## src/sv/grid_tie_connect_sequencer_assert.svh

```systemverilog
// ----------------------------------------------------------------------------
// grid tie connect sequencer assertion macros
// concurrent assertion wrappers, empty when synthesizing
// ----------------------------------------------------------------------------
`ifndef GRID_TIE_CONNECT_SEQUENCER_ASSERT_SVH
`define GRID_TIE_CONNECT_SEQUENCER_ASSERT_SVH
`ifndef SYNTHESIS
`define GTCS_ASSERT(lbl, clk, rst_n, prop) \
  lbl: assert property (@(posedge clk) disable iff (!rst_n) (prop)) \
    else $error("gtcs assertion failed");
`define GTCS_ASSERT_IMPL(lbl, clk, rst_n, ante, cons) \
  `GTCS_ASSERT(lbl, clk, rst_n, (ante) |-> (cons))
`define GTCS_ASSERT_NEXT(lbl, clk, rst_n, ante, cons) \
  `GTCS_ASSERT(lbl, clk, rst_n, (ante) |=> (cons))
`else
`define GTCS_ASSERT(lbl, clk, rst_n, prop)
`define GTCS_ASSERT_IMPL(lbl, clk, rst_n, ante, cons)
`define GTCS_ASSERT_NEXT(lbl, clk, rst_n, ante, cons)
`endif
`endif

```

## src/sv/gtcs_pkg.sv

```systemverilog
// ----------------------------------------------------------------------------
// gtcs_pkg
// types, register indexes and constants of the grid tie connect sequencer
// ----------------------------------------------------------------------------
package gtcs_pkg;

  // pi in Q3.13
  localparam logic [15:0] PI_Q13 = 16'd25736;

  localparam logic [15:0] RELAY_DELAY_RST  = 16'd600;
  localparam logic [15:0] RAMP_PERIOD_RST  = 16'd200;
  localparam logic [14:0] RAMP_STEP_RST    = 15'd128;
  localparam logic [14:0] REF_LIMIT_RST    = 15'd2560;
  localparam logic [15:0] PHASE_WINDOW_RST = 16'd819;
  localparam logic [14:0] CUR_THRESH_RST   = 15'd38;
  localparam logic [14:0] AMP_RST          = 15'd128;

  localparam int unsigned CFG_IDX_W = 3;
  localparam int unsigned CFG_DATA_W = 16;

  localparam logic [CFG_IDX_W-1:0] REG_RELAY_DELAY  = 3'd0;
  localparam logic [CFG_IDX_W-1:0] REG_RAMP_PERIOD  = 3'd1;
  localparam logic [CFG_IDX_W-1:0] REG_RAMP_STEP    = 3'd2;
  localparam logic [CFG_IDX_W-1:0] REG_REF_LIMIT    = 3'd3;
  localparam logic [CFG_IDX_W-1:0] REG_PHASE_WINDOW = 3'd4;
  localparam logic [CFG_IDX_W-1:0] REG_CUR_THRESH   = 3'd5;

  localparam logic [2:0] MODE_CODE_INITIAL = 3'd0;
  localparam logic [2:0] MODE_CODE_RELAY   = 3'd1;
  localparam logic [2:0] MODE_CODE_PWM     = 3'd2;
  localparam logic [2:0] MODE_CODE_CURRENT = 3'd3;
  localparam logic [2:0] MODE_CODE_FAULT   = 3'd4;

  typedef enum logic [4:0] {
    M_INITIAL = 5'b00001,
    M_RELAY   = 5'b00010,
    M_PWM     = 5'b00100,
    M_CURRENT = 5'b01000,
    M_FAULT   = 5'b10000
  } mode_t;

  typedef struct packed {
    logic [15:0] relay_delay;
    logic [15:0] ramp_period;
    logic [14:0] ramp_step;
    logic [14:0] ref_limit;
    logic [15:0] phase_window;
    logic [14:0] cur_thresh;
  } gtcs_cfg_t;

  typedef struct packed {
    mode_t       mode;
    logic [15:0] relay_cnt;
    logic [15:0] ramp_cnt;
    logic        ramp_armed;
    logic [14:0] amplitude;
    logic        pwm_on;
    logic        relays_on;
  } gtcs_state_t;

  function automatic logic [2:0] mode_code(input mode_t m);
    logic [2:0] code;
    case (m)
      M_INITIAL: code = MODE_CODE_INITIAL;
      M_RELAY:   code = MODE_CODE_RELAY;
      M_PWM:     code = MODE_CODE_PWM;
      M_CURRENT: code = MODE_CODE_CURRENT;
      M_FAULT:   code = MODE_CODE_FAULT;
      default:   code = MODE_CODE_INITIAL;
    endcase
    return code;
  endfunction

endpackage

```

## src/sv/gtcs_step.sv

```systemverilog
// ----------------------------------------------------------------------------
// gtcs_step
// next-state logic of the sequencer for one control tick
// ----------------------------------------------------------------------------
module gtcs_step (
  input  gtcs_pkg::gtcs_cfg_t   cfg,
  input  gtcs_pkg::gtcs_state_t cur,
  input  logic [15:0]           phase,
  input  logic signed [15:0]    grid_current,
  input  logic                  error_detected,
  input  logic                  key_enable,
  input  logic                  key_disable,
  output gtcs_pkg::gtcs_state_t nxt
);
  import gtcs_pkg::*;

  logic        near_zero;
  logic        near_pi;
  logic        cur_big;
  logic [15:0] dpi;
  logic [15:0] mag;

  assign near_zero = phase < cfg.phase_window;
  assign dpi       = (phase >= PI_Q13) ? (phase - PI_Q13) : (PI_Q13 - phase);
  assign near_pi   = dpi < cfg.phase_window;
  // magnitude of -32768 is 32768, still fits unsigned 16 bits
  assign mag       = grid_current[15] ? (~grid_current + 16'd1) : grid_current;
  assign cur_big   = mag > {1'b0, cfg.cur_thresh};

  always_comb begin
    gtcs_state_t s;
    logic [15:0] sum;
    s   = cur;
    sum = '0;

    if (error_detected || s.mode == M_FAULT) begin
      s.mode      = M_FAULT;
      s.pwm_on    = 1'b0;
      s.relays_on = 1'b0;
    end

    // reference ramp
    if (s.mode == M_CURRENT) begin
      s.ramp_armed = s.ramp_armed | near_zero;
      if (s.ramp_armed) begin
        s.ramp_cnt = s.ramp_cnt + 16'd1;
      end
      if (s.ramp_cnt >= cfg.ramp_period) begin
        s.ramp_cnt  = '0;
        sum         = {1'b0, s.amplitude} + {1'b0, cfg.ramp_step};
        s.amplitude = (sum >= {1'b0, cfg.ref_limit}) ? cfg.ref_limit : sum[14:0];
      end
    end

    if (key_enable && s.mode != M_FAULT) begin
      s.relays_on = 1'b1;
      if (near_zero) begin
        s.mode      = M_RELAY;
        s.relay_cnt = '0;
      end
    end

    if (s.mode == M_RELAY) begin
      s.relay_cnt = s.relay_cnt + 16'd1;
      if (s.relay_cnt >= cfg.relay_delay) begin
        s.mode      = M_PWM;
        s.relay_cnt = '0;
      end
    end

    if (key_disable) begin
      s.mode      = M_FAULT;
      s.pwm_on    = 1'b0;
      s.relays_on = 1'b0;
    end

    if (s.mode == M_PWM) begin
      s.pwm_on = 1'b1;
      if (near_zero || near_pi || cur_big) begin
        s.mode = M_CURRENT;
      end
    end

    nxt = s;
  end

endmodule

```

## src/sv/grid_tie_connect_sequencer.sv

```systemverilog
// ----------------------------------------------------------------------------
// grid_tie_connect_sequencer
// steps a grid-tie inverter from relay close through PWM enable into current
// control, ramps the current reference and latches faults
// ----------------------------------------------------------------------------
//  channel | direction | handshake          | payload
//  in_     | input     | in_valid/in_stall   | phase, grid_current, error, keys
//  out_    | output    | out_valid/out_stall | mode, amplitude, pwm, relays
//  cfg_    | input     | cfg_wr_en           | cfg_index, cfg_wdata
//
// one transaction per cycle sustained while out_stall is low; a result is loaded
// into the result register when its input leaves the input register, and the next
// item sees the sequencer state that this same advance updates
// reset returns the control state to M_INITIAL with the default amplitude and loads the register defaults
// a stalled result holds; the input register still takes one more
// transaction, and in_stall rises only when both registers are full
module grid_tie_connect_sequencer (
  input  logic                                clk,
  input  logic                                rst_n,
  input  logic                                in_valid,
  output logic                                in_stall,
  input  logic [15:0]                         in_phase,
  input  logic signed [15:0]                  in_grid_current,
  input  logic                                in_error_detected,
  input  logic                                in_key_enable,
  input  logic                                in_key_disable,
  output logic                                out_valid,
  input  logic                                out_stall,
  output logic [2:0]                          out_mode,
  output logic [14:0]                         out_reference_amplitude,
  output logic                                out_pwm_enabled,
  output logic                                out_relays_closed,
  input  logic                                cfg_wr_en,
  input  logic [gtcs_pkg::CFG_IDX_W-1:0]      cfg_index,
  input  logic [gtcs_pkg::CFG_DATA_W-1:0]     cfg_wdata
);
  import gtcs_pkg::*;

`include "grid_tie_connect_sequencer_assert.svh"

  gtcs_cfg_t   cfg_r;
  gtcs_state_t state_r;
  gtcs_state_t state_nxt;

  logic               s1_valid_r;
  logic [15:0]        s1_phase_r;
  logic signed [15:0] s1_current_r;
  logic               s1_err_r;
  logic               s1_ken_r;
  logic               s1_kdis_r;

  logic        out_valid_r;
  logic [2:0]  out_mode_r;
  logic [14:0] out_amp_r;
  logic        out_pwm_r;
  logic        out_relays_r;

  logic in_accept;
  logic advance;

  assign advance   = s1_valid_r && (!out_valid_r || !out_stall);
  assign in_stall  = s1_valid_r && !advance;
  assign in_accept = in_valid && !in_stall;

  // configuration registers
  always_ff @(posedge clk) begin
    if (!rst_n) begin
      cfg_r.relay_delay  <= RELAY_DELAY_RST;
      cfg_r.ramp_period  <= RAMP_PERIOD_RST;
      cfg_r.ramp_step    <= RAMP_STEP_RST;
      cfg_r.ref_limit    <= REF_LIMIT_RST;
      cfg_r.phase_window <= PHASE_WINDOW_RST;
      cfg_r.cur_thresh   <= CUR_THRESH_RST;
    end else if (cfg_wr_en) begin
      case (cfg_index)
        REG_RELAY_DELAY:  cfg_r.relay_delay  <= cfg_wdata;
        REG_RAMP_PERIOD:  cfg_r.ramp_period  <= cfg_wdata;
        REG_RAMP_STEP:    cfg_r.ramp_step    <= cfg_wdata[14:0];
        REG_REF_LIMIT:    cfg_r.ref_limit    <= cfg_wdata[14:0];
        REG_PHASE_WINDOW: cfg_r.phase_window <= cfg_wdata;
        REG_CUR_THRESH:   cfg_r.cur_thresh   <= cfg_wdata[14:0];
        default: ;
      endcase
    end
  end

  // input register
  always_ff @(posedge clk) begin
    if (!rst_n) begin
      s1_valid_r <= 1'b0;
    end else if (in_accept) begin
      s1_valid_r <= 1'b1;
    end else if (advance) begin
      s1_valid_r <= 1'b0;
    end
  end

  always_ff @(posedge clk) begin
    if (in_accept) begin
      s1_phase_r   <= in_phase;
      s1_current_r <= in_grid_current;
      s1_err_r     <= in_error_detected;
      s1_ken_r     <= in_key_enable;
      s1_kdis_r    <= in_key_disable;
    end
  end

  gtcs_step u_step (
    .cfg            (cfg_r),
    .cur            (state_r),
    .phase          (s1_phase_r),
    .grid_current   (s1_current_r),
    .error_detected (s1_err_r),
    .key_enable     (s1_ken_r),
    .key_disable    (s1_kdis_r),
    .nxt            (state_nxt)
  );

  // sequencer state
  always_ff @(posedge clk) begin
    if (!rst_n) begin
      state_r.mode       <= M_INITIAL;
      state_r.relay_cnt  <= '0;
      state_r.ramp_cnt   <= '0;
      state_r.ramp_armed <= 1'b0;
      state_r.amplitude  <= AMP_RST;
      state_r.pwm_on     <= 1'b0;
      state_r.relays_on  <= 1'b0;
    end else if (advance) begin
      state_r <= state_nxt;
    end
  end

  // result register
  always_ff @(posedge clk) begin
    if (!rst_n) begin
      out_valid_r <= 1'b0;
    end else if (advance) begin
      out_valid_r <= 1'b1;
    end else if (!out_stall) begin
      out_valid_r <= 1'b0;
    end
  end

  always_ff @(posedge clk) begin
    if (advance) begin
      out_mode_r   <= mode_code(state_nxt.mode);
      out_amp_r    <= state_nxt.amplitude;
      out_pwm_r    <= state_nxt.pwm_on;
      out_relays_r <= state_nxt.relays_on;
    end
  end

  assign out_valid               = out_valid_r;
  assign out_mode                = out_mode_r;
  assign out_reference_amplitude = out_amp_r;
  assign out_pwm_enabled         = out_pwm_r;
  assign out_relays_closed       = out_relays_r;

  `GTCS_ASSERT_IMPL(a_fault_outputs_off, clk, rst_n,
                    out_valid_r && out_mode_r == MODE_CODE_FAULT,
                    !out_pwm_r && !out_relays_r)
  `GTCS_ASSERT_NEXT(a_fault_absorbing, clk, rst_n,
                    state_r.mode == M_FAULT, state_r.mode == M_FAULT)
  `GTCS_ASSERT(a_pwm_needs_relays, clk, rst_n, !state_r.pwm_on || state_r.relays_on)
  `GTCS_ASSERT_NEXT(a_item_held_on_stall, clk, rst_n,
                    s1_valid_r && out_valid_r && out_stall,
                    s1_valid_r && $stable(state_r))

endmodule
```

## config.mk

```make
export PLATFORM = sky130hd
export DESIGN_NAME = grid_tie_connect_sequencer
export DESIGN_NICKNAME = d
export VERILOG_FILES = /design/src/sv/gtcs_pkg.sv /design/src/sv/gtcs_step.sv /design/src/sv/grid_tie_connect_sequencer.sv
export VERILOG_INCLUDE_DIRS = /design/src /design/src/sv
export SDC_FILE = /design/constraint.sdc
export NUM_CORES = 1
export LEC_CHECK = 0
export BUFFER_PORTS_ARGS = -buffer_cell sky130_fd_sc_hd__clkbuf_2
export CAP_MARGIN = 0
export CORE_MARGIN = 5
export CORE_UTILIZATION = 55
export CTS_CLUSTER_DIAMETER = 200
export DETAILED_ROUTE_END_ITERATION = 6
export HOLD_SLACK_MARGIN = 0.12
export PLACE_DENSITY = 0.73
export REMOVE_ABC_BUFFERS = 1
export SLEW_MARGIN = 20
export SYNTH_ARGS = -nofsm -noshare
export SYNTH_HDL_FRONTEND = slang
export SYNTH_SLANG_ARGS = --single-unit
```

## constraint.sdc

```tcl
create_clock -name clk -period 5 [get_ports clk]
set_input_delay 0 -clock clk [delete_from_list [all_inputs] [get_ports clk]]
set_output_delay 0 -clock clk [all_outputs]
set_load 0.01 [all_outputs]
```

=== Yosys cells after proc, flatten, opt, wreduce, memory -nomap -nowiden ===
Index checks and enable logic that the tools add are counted.

* Bits in registers: 205
* Input port bits: 59
* Word-level logic and storage cells: 100

* Multiplexer cells: 25
* Bitwise gates (word level): 2
* Magnitude comparators: 7
* Reductions and logical operators: 21
* Equal/unequal tests: 15
* Add/sub/neg operators: 6

{| class="wikitable"
|+ Operators by type and width
! cell !! count
|-
| 21-bit 2-to-1 mux || 4
|-
| 16-bit 2-to-1 mux || 5
|-
| 16-bit by 1-bit adder with 16-bit output, second input constant || 3
|-
| 15-bit 2-to-1 mux || 3
|-
| 16-bit >= comparator || 2
|-
| 16-bit less-than comparator || 2
|-
| 5-bit 2-to-1 mux || 4
|-
| 15-bit by 15-bit adder with 16-bit output || 1
|-
| 16-bit by 15-bit >= comparator with 1-bit output || 1
|-
| 16-bit by 15-bit >= comparator with 1-bit output, second input constant || 1
|-
| 16-bit by 15-bit greater-than comparator with 1-bit output || 1
|-
| 16-bit inverter || 1
|-
| 15-bit by 16-bit subtractor with 16-bit output, first input constant || 1
|-
| 16-bit by 15-bit subtractor with 16-bit output, second input constant || 1
|-
| 2-bit AND reduction || 7
|-
| 3-bit one-hot mux with 4 select lines || 1
|-
| 5-bit by 2-bit equality test with 1-bit output, second input constant || 2
|-
| 5-bit by 3-bit equality test with 1-bit output, second input constant || 2
|-
| 5-bit by 4-bit equality test with 1-bit output, second input constant || 2
|-
| 5-bit equality test, second input constant || 2
|-
| 3-bit by 2-bit equality test with 1-bit output, second input constant || 2
|-
| 3-bit equality test, second input constant || 2
|-
| 1-bit 2-to-1 mux || 6
|-
| 5-bit inequality test, second input constant || 1
|-
| 9 further kinds || 19
|}

=== Logic depth before layout (Yosys ltp) ===
* Depth after elaboration: 15
* Depth in mapped cells: 24

=== By module ===
Synthesis repeated with hierarchy kept, for this count alone.

* Cell total of the unflattened synthesis: 1,461
* Area, all modules: 12,979.9 um^2

{| class="wikitable"
|+ By module, submodules not included
! module !! cells each !! times used !! area an instance (um^2)
|-
| grid_tie_connect_sequencer || 646 || 1 || 7,438.4
|-
| gtcs_step || 815 || 1 || 5,541.6
|}

=== Worst setup path before layout ===
OpenSTA, ideal clock, no wires.

* Path type: reg-to-reg
* Start point: register s1_phase_r[14]
* End point: register state_r[47] in the netlist's numbering
* Setup time: 70 ps
* Setup slack: 580 ps
* Data required time: 4,930 ps
* Path buffers: 3
* Cell stages (with the launch flop): 21
* Arrival: 4,349 ps
* Cells stage by stage: edfxtp_1 > ha_1 > nand4_1 > nor3_2 > nand3_2 > and3_1 > buf_4 > clkbuf_1 > nor2b_1 > ha_1 > nand3_1 > xor2_1 > nor2_1 > ha_1 > a21o_1 > a2111oi_0 > o21a_1 > o21ai_1 > clkbuf_1 > or4_1 > a21oi_1

* Cells in the longest elaborated chain, start to end: 7
* Elaborated cells between the ends (all ways): 8
* Those cells by class: 1 x add/sub; 2 x order compare; 1 x eq/ne; 4 x mux

{| class="wikitable"
|+ RTL lines
! what !! RTL line !! RTL
|-
| start, declared || grid_tie_connect_sequencer.sv:46 || <nowiki>logic [15:0] s1_phase_r;</nowiki>
|-
| start signal, assigned || grid_tie_connect_sequencer.sv:100 || <nowiki>s1_phase_r <= in_phase;</nowiki>
|-
| 16-bit less-than comparator (*) || gtcs_step.sv:23 || <nowiki>assign near_zero = phase < cfg.phase_window;</nowiki>
|-
| 21-bit 2-to-1 mux (*) || gtcs_step.sv:57 || <nowiki>if (near_zero) begin</nowiki>
|-
| 21-bit 2-to-1 mux (*) || gtcs_step.sv:55 || <nowiki>if (key_enable && s.mode != M_FAULT) begin</nowiki>
|-
| 16-bit by 1-bit adder with 16-bit output || gtcs_step.sv:64 || <nowiki>s.relay_cnt = s.relay_cnt + 16'd1;</nowiki>
|-
| 16-bit >= comparator || gtcs_step.sv:65 || <nowiki>if (s.relay_cnt >= cfg.relay_delay) begin</nowiki>
|-
| 21-bit 2-to-1 mux || gtcs_step.sv:65 ||
|-
| 21-bit 2-to-1 mux (*) || gtcs_step.sv:63 || <nowiki>if (s.mode == M_RELAY) begin</nowiki>
|-
| end signal, assigned || grid_tie_connect_sequencer.sv:130 || <nowiki>state_r <= state_nxt;</nowiki>
|-
| end, declared || grid_tie_connect_sequencer.sv:42 || <nowiki>gtcs_state_t state_r;</nowiki>
|}

Mark *: on every way between the ends. The rest lies on a longest branch, timed or not.
A chain may end at the register's enable or synchronous reset.

==> summary.md <==
| Metric | Value |
|---|---|
| Crit-path slowest cell | `a2111oi_0` |
| Final setup viols | `0` |
| Final Cycle Share | `92.5%` |
| Final hold slack | `0.106 ns` |
| Crit. End Element | `register` |
| Diodes inserted | `0` |
| Yosys warns | `0` |
| First-pass GRT wire length | `50.2 mm` |
| Area Overhead vs Synth | `15.8%` |
| Final Core Density | `64.7%` |
| Crit path max fanout | `17` |
| Clock skew | `0.0192 ns` |
| Avg Inst Size Synth | `8.40 um2` |
| Worst vdd rail ir drop | `0.300 mV` |
| Post CTS Setup Buffer Count | `0` |
| Drt via density | `5.72` |
| Worst Path Required | `5.25 ns` |
| Via count | `10.7k` |
| FF-to-FF setup slack | `0.37 ns` |
| HP Start | `cfg_wr_en` |
| Reg area | `4650 um2` |
| Worst path arrival time | `4.87 ns` |
| Die Span X | `159 um` |
| WP buf/inv | `0` |
| Share of the synthesized area in the top cell type | `24.5%` |
| Hold depth | `5` |
| Die ar. | `25,300 um2` |
| Initial Util | `55.9%` |
| Crit Path Class | `reg -> reg` |
| CP top delay family | `compound AO/OA/AOI/OAI gates` |
| Vias in the first global route | `10.1k` |
| Worst-margin pin slew | `1.03 ns` |
| CTS buffer count | `23` |
| Post-synth EDFFs | `55` |
| Clock Path Buffers | `3` |
| Fraction of layout cells with a size suffix above 1 | `10.0%` |
| Root Driver | `clkbuf_16` |
| M1 GR Usage | `31.7%` |
| DRT Pass-1 Iters | `6` |
| Post-Place Cells | `1,764` |
| Grt met2 use | `38.4%` |
| GRT Util Overall | `23.1%` |
| Post-Synthesis Cells | `1,456` |
| Met3 Usage GRT | `3.21%` |
| Post-synthesis simple-gate area fraction | `18.8%` |
| Multi-input gate area | `6910 um2` |
| Fmax | `216 MHz` |
| Complex-gate fraction of the synthesized area | `19.7%` |
| Register bit total from synthesis | `205` |
| Netlist cell types | `78` |
| Fin. Hold Viols | `0` |
| Hold EP | `cfg_r[10]` |
| Max-Cap Viols | `0` |
| Placer congestion estimate | `0.881` |
| Leak | `5.74 nW` |
| DR WL/cell | `16.2 um` |
| CTS tree | `yes` |
| Core Region | `21,900 um2` |
| Post-Synth Adder-Cell Area | `11.7%` |
| Max Slew Vio Count | `0` |
| Largest net degree at the start of global routing | `56` |
| Min-delay worst type | `in -> reg` |
| RSZ-0062 raised after global routing | `yes` |
| Critical path startpoint category | `register` |
| Synth top area cells | `dfxtp_1 (25%), edfxtp_1 (14%), ha_1 (12%), nand2_1 (8.1%), a21oi_1 (6.5%)` |
| Initial antenna violation count | `0` |
| DP HPWL | `21.2 mm` |
| Final min period | `4.63 ns` |
| Die H | `159 um` |
| Nets@finish | `1,742` |
| Slowest Stage Delay on Critical Path | `0.73 ns` |
| CP cell instances | `ha_1 > fa_1 > a211o_1 > a2111oi_0 > o211ai_1 > a211o_1 > o211ai_1 > ha_1 > a221oi_1 > o31ai_1 > a21oi_4 > mux2i_1 > o21ai_1` |
| Headroom to the max-slew limit | `31.2%` |
| Synth Flop Type | `dfxtp_1` |
| Cell row count | `54` |
| R2R cell count | `13` |
| Design area | `14,200 um2` |
| Register area share after synthesis | `38.1%` |
| Finished Layout Cells | `1,865` |
| Status | `finished clean` |
| Mux contribution to synthesized area | `1.42%` |
| PD cells | `272 nW/um2` |
| DRC | `0` |
| GR peak layer | `met2` |
| Antenna Nets Post-Route | `0` |
| Largest family of logic cells by synthesized area | `compound AO/OA/AOI/OAI gates` |
| Clk sinks | `205` |
| DRT Wirelength | `30.3 mm` |
| Start of the worst register-to-register path | `cfg_r[46]` |
| Grt ovf | `0` |
| # H-tree levels | `1` |
| Mapped Area | `12,200 um2` |
| Share of flip-flops with an asynchronous set or reset | `0%` |
| Reg-to-reg endpoint | `out_reference_amplitude[10]` |
| Number of I/O pins | `81` |
| Largest area contributor in the netlist | `dfxtp_1` |
| Reg clk slew, reported paths | `0.06 ns` |
| Initial DRC Count | `638` |
| Clk_lat worst skew | `0.52 ns` |
| Placed Area | `12,800 um2` |
| Area share of xor/xnor cells in the synthesized design | `4.65%` |
| I/O Buffers | `80` |
| Fill count | `1,826` |
## layout by cell type (no fill, tap or decap), types with 36 or more instances in the layout
cell / instances
xnor2_1: 45
nor2_1: 63
nand2_1: 263
inv_1: 104
dfxtp_1: 150
o21ai_0: 54
a21oi_1: 158
nand3_1: 36
dlygate4sd3_1: 60
ha_1: 113
edfxtp_1: 55
clkbuf_2: 80
## how the worst max path moves through the flow
stage / cells after the start / from / slack (ns) / end
6_report: 13 / cfg_r[46] / 0.37 / out_reference_amplitude[10]
5_1_grt: 18 / s1_phase_r[13] / -0.02 / state_r[41]
4_1_cts: 18 / s1_phase_r[13] / 0.34 / state_r[29]
3_5_place_dp: 18 / s1_phase_r[13] / 0.35 / state_r[29]
3_3_place_gp: 18 / s1_phase_r[13] / 0.42 / state_r[29]
2_1_floorplan: 16 / s1_phase_r[13] / -0.06 / state_r[15]
## synth_stat cells (3+ instances only)
library cell    n
o31ai_1         8
o221ai_1        3
or3_1           9
inv_1         105
buf_6           4
o211a_1         3
dfxtp_1       150
o21ai_1        24
mux2_2          3
a31oi_1        12
clkbuf_1       60
edfxtp_1       55
xnor2_1        45
a211oi_1       10
nor2_1         63
o21a_1         15
nand2_1       263
nand3_1        36
nor2b_1        10
and2_1          5
o21ai_0        54
nor3b_1         4
o41ai_1         6
nor4_1          7
ha_1          113
a211o_1         3
a21oi_1       158
mux2i_1        14
and3_1         10
nor3_1         26
a2111oi_0       5
or2_1           7
a41o_1          4
a21boi_0        5
or4_1          18
nand4_1        14
a21o_1         19
o221a_2         3
nand2b_1       12
xor2_1         20
o211ai_1       24
## timing repair
action	4_1_cts	5_1_grt
endpoints found under the hold margin	169	0
hold buffers	60	0
endpoints found under the setup margin	0	13
resized for setup	0	2
## layout make-up
class / instances / area share [%]
multi-input cells: 1076 / 48.8
clock buffers: 30 / 4.39
flip-flops and latches: 205 / 32.9
clock inverters: 11 / 0.627
well taps: 280 / 2.47
repair buffers: 158 / 8.02
inverters: 105 / 2.78
## power breakdown
| group | internal [mW] | switching, mW |
|---|---|---|
| Sequential | 1.75 | 0.0400 |
| Combinational | 0.194 | 0.261 |
| Clock | 0.928 | 0.674 |
| Total | 2.87 | 0.976 |
## sequential cells by signal, indices dropped and copies added, names as in the netlist
register / count
state_r: 55
s1_phase_r: 16
out_mode: 3
s1_ken_r: 1
s1_err_r: 1
s1_current_r: 16
out_valid: 1
s1_valid_r: 1
s1_kdis_r: 1
out_relays_closed: 1
out_reference_amplitude: 15
cfg_r: 93
out_pwm_enabled: 1
## per-layer routing
| metal | routed length, um | vias to the layer above |
|---|---|---|
| met2 | 13900 | 304 |
| met3 | 1890 | 51 |
| li1 | - | 5380 |
| met1 | 13700 | 4924 |
| met5 | 0 | - |
| met4 | 823 | 0 |
## worst register-to-register path: cells and delay by family, from the launching register on
family	cells	cell delay, ns
AOI/OAI and AO/OA	9	2.73
DFF	1	0.32
muxes	1	0.37
adders and majority gates	3	0.96
## kinds of logic (layout without fill, tap and decap cells)
| group | Yosys count | count (layout) |
|---|---|---|
| xor gates and xnor gates | 65 | 65 |
| AOI/OAI and AO/OA | 383 | 383 |
| adders and majority gates | 114 | 114 |
| DFF | 205 | 205 |
| muxes | 17 | 17 |
| and+or+nand+nor | 497 | 497 |
| buffers and inverters | 175 | 304 |
## per-stage QoR
| step | setup TNS [ns] | total power, mW | setup WS (ns) |
|---|---|---|---|
| after floorplan | -0.543 | 2.09 | -0.0630 |
| after global placement | 0 | 2.23 | 0.423 |
| after detailed placement | 0 | 2.24 | 0.345 |
| after CTS | 0 | 3.87 | 0.335 |
| after global routing | -0.0379 | 4.00 | -0.0224 |
| final | 0 | 3.85 | 0.375 |
No activity file was read; power rests on OpenSTA's default activity.
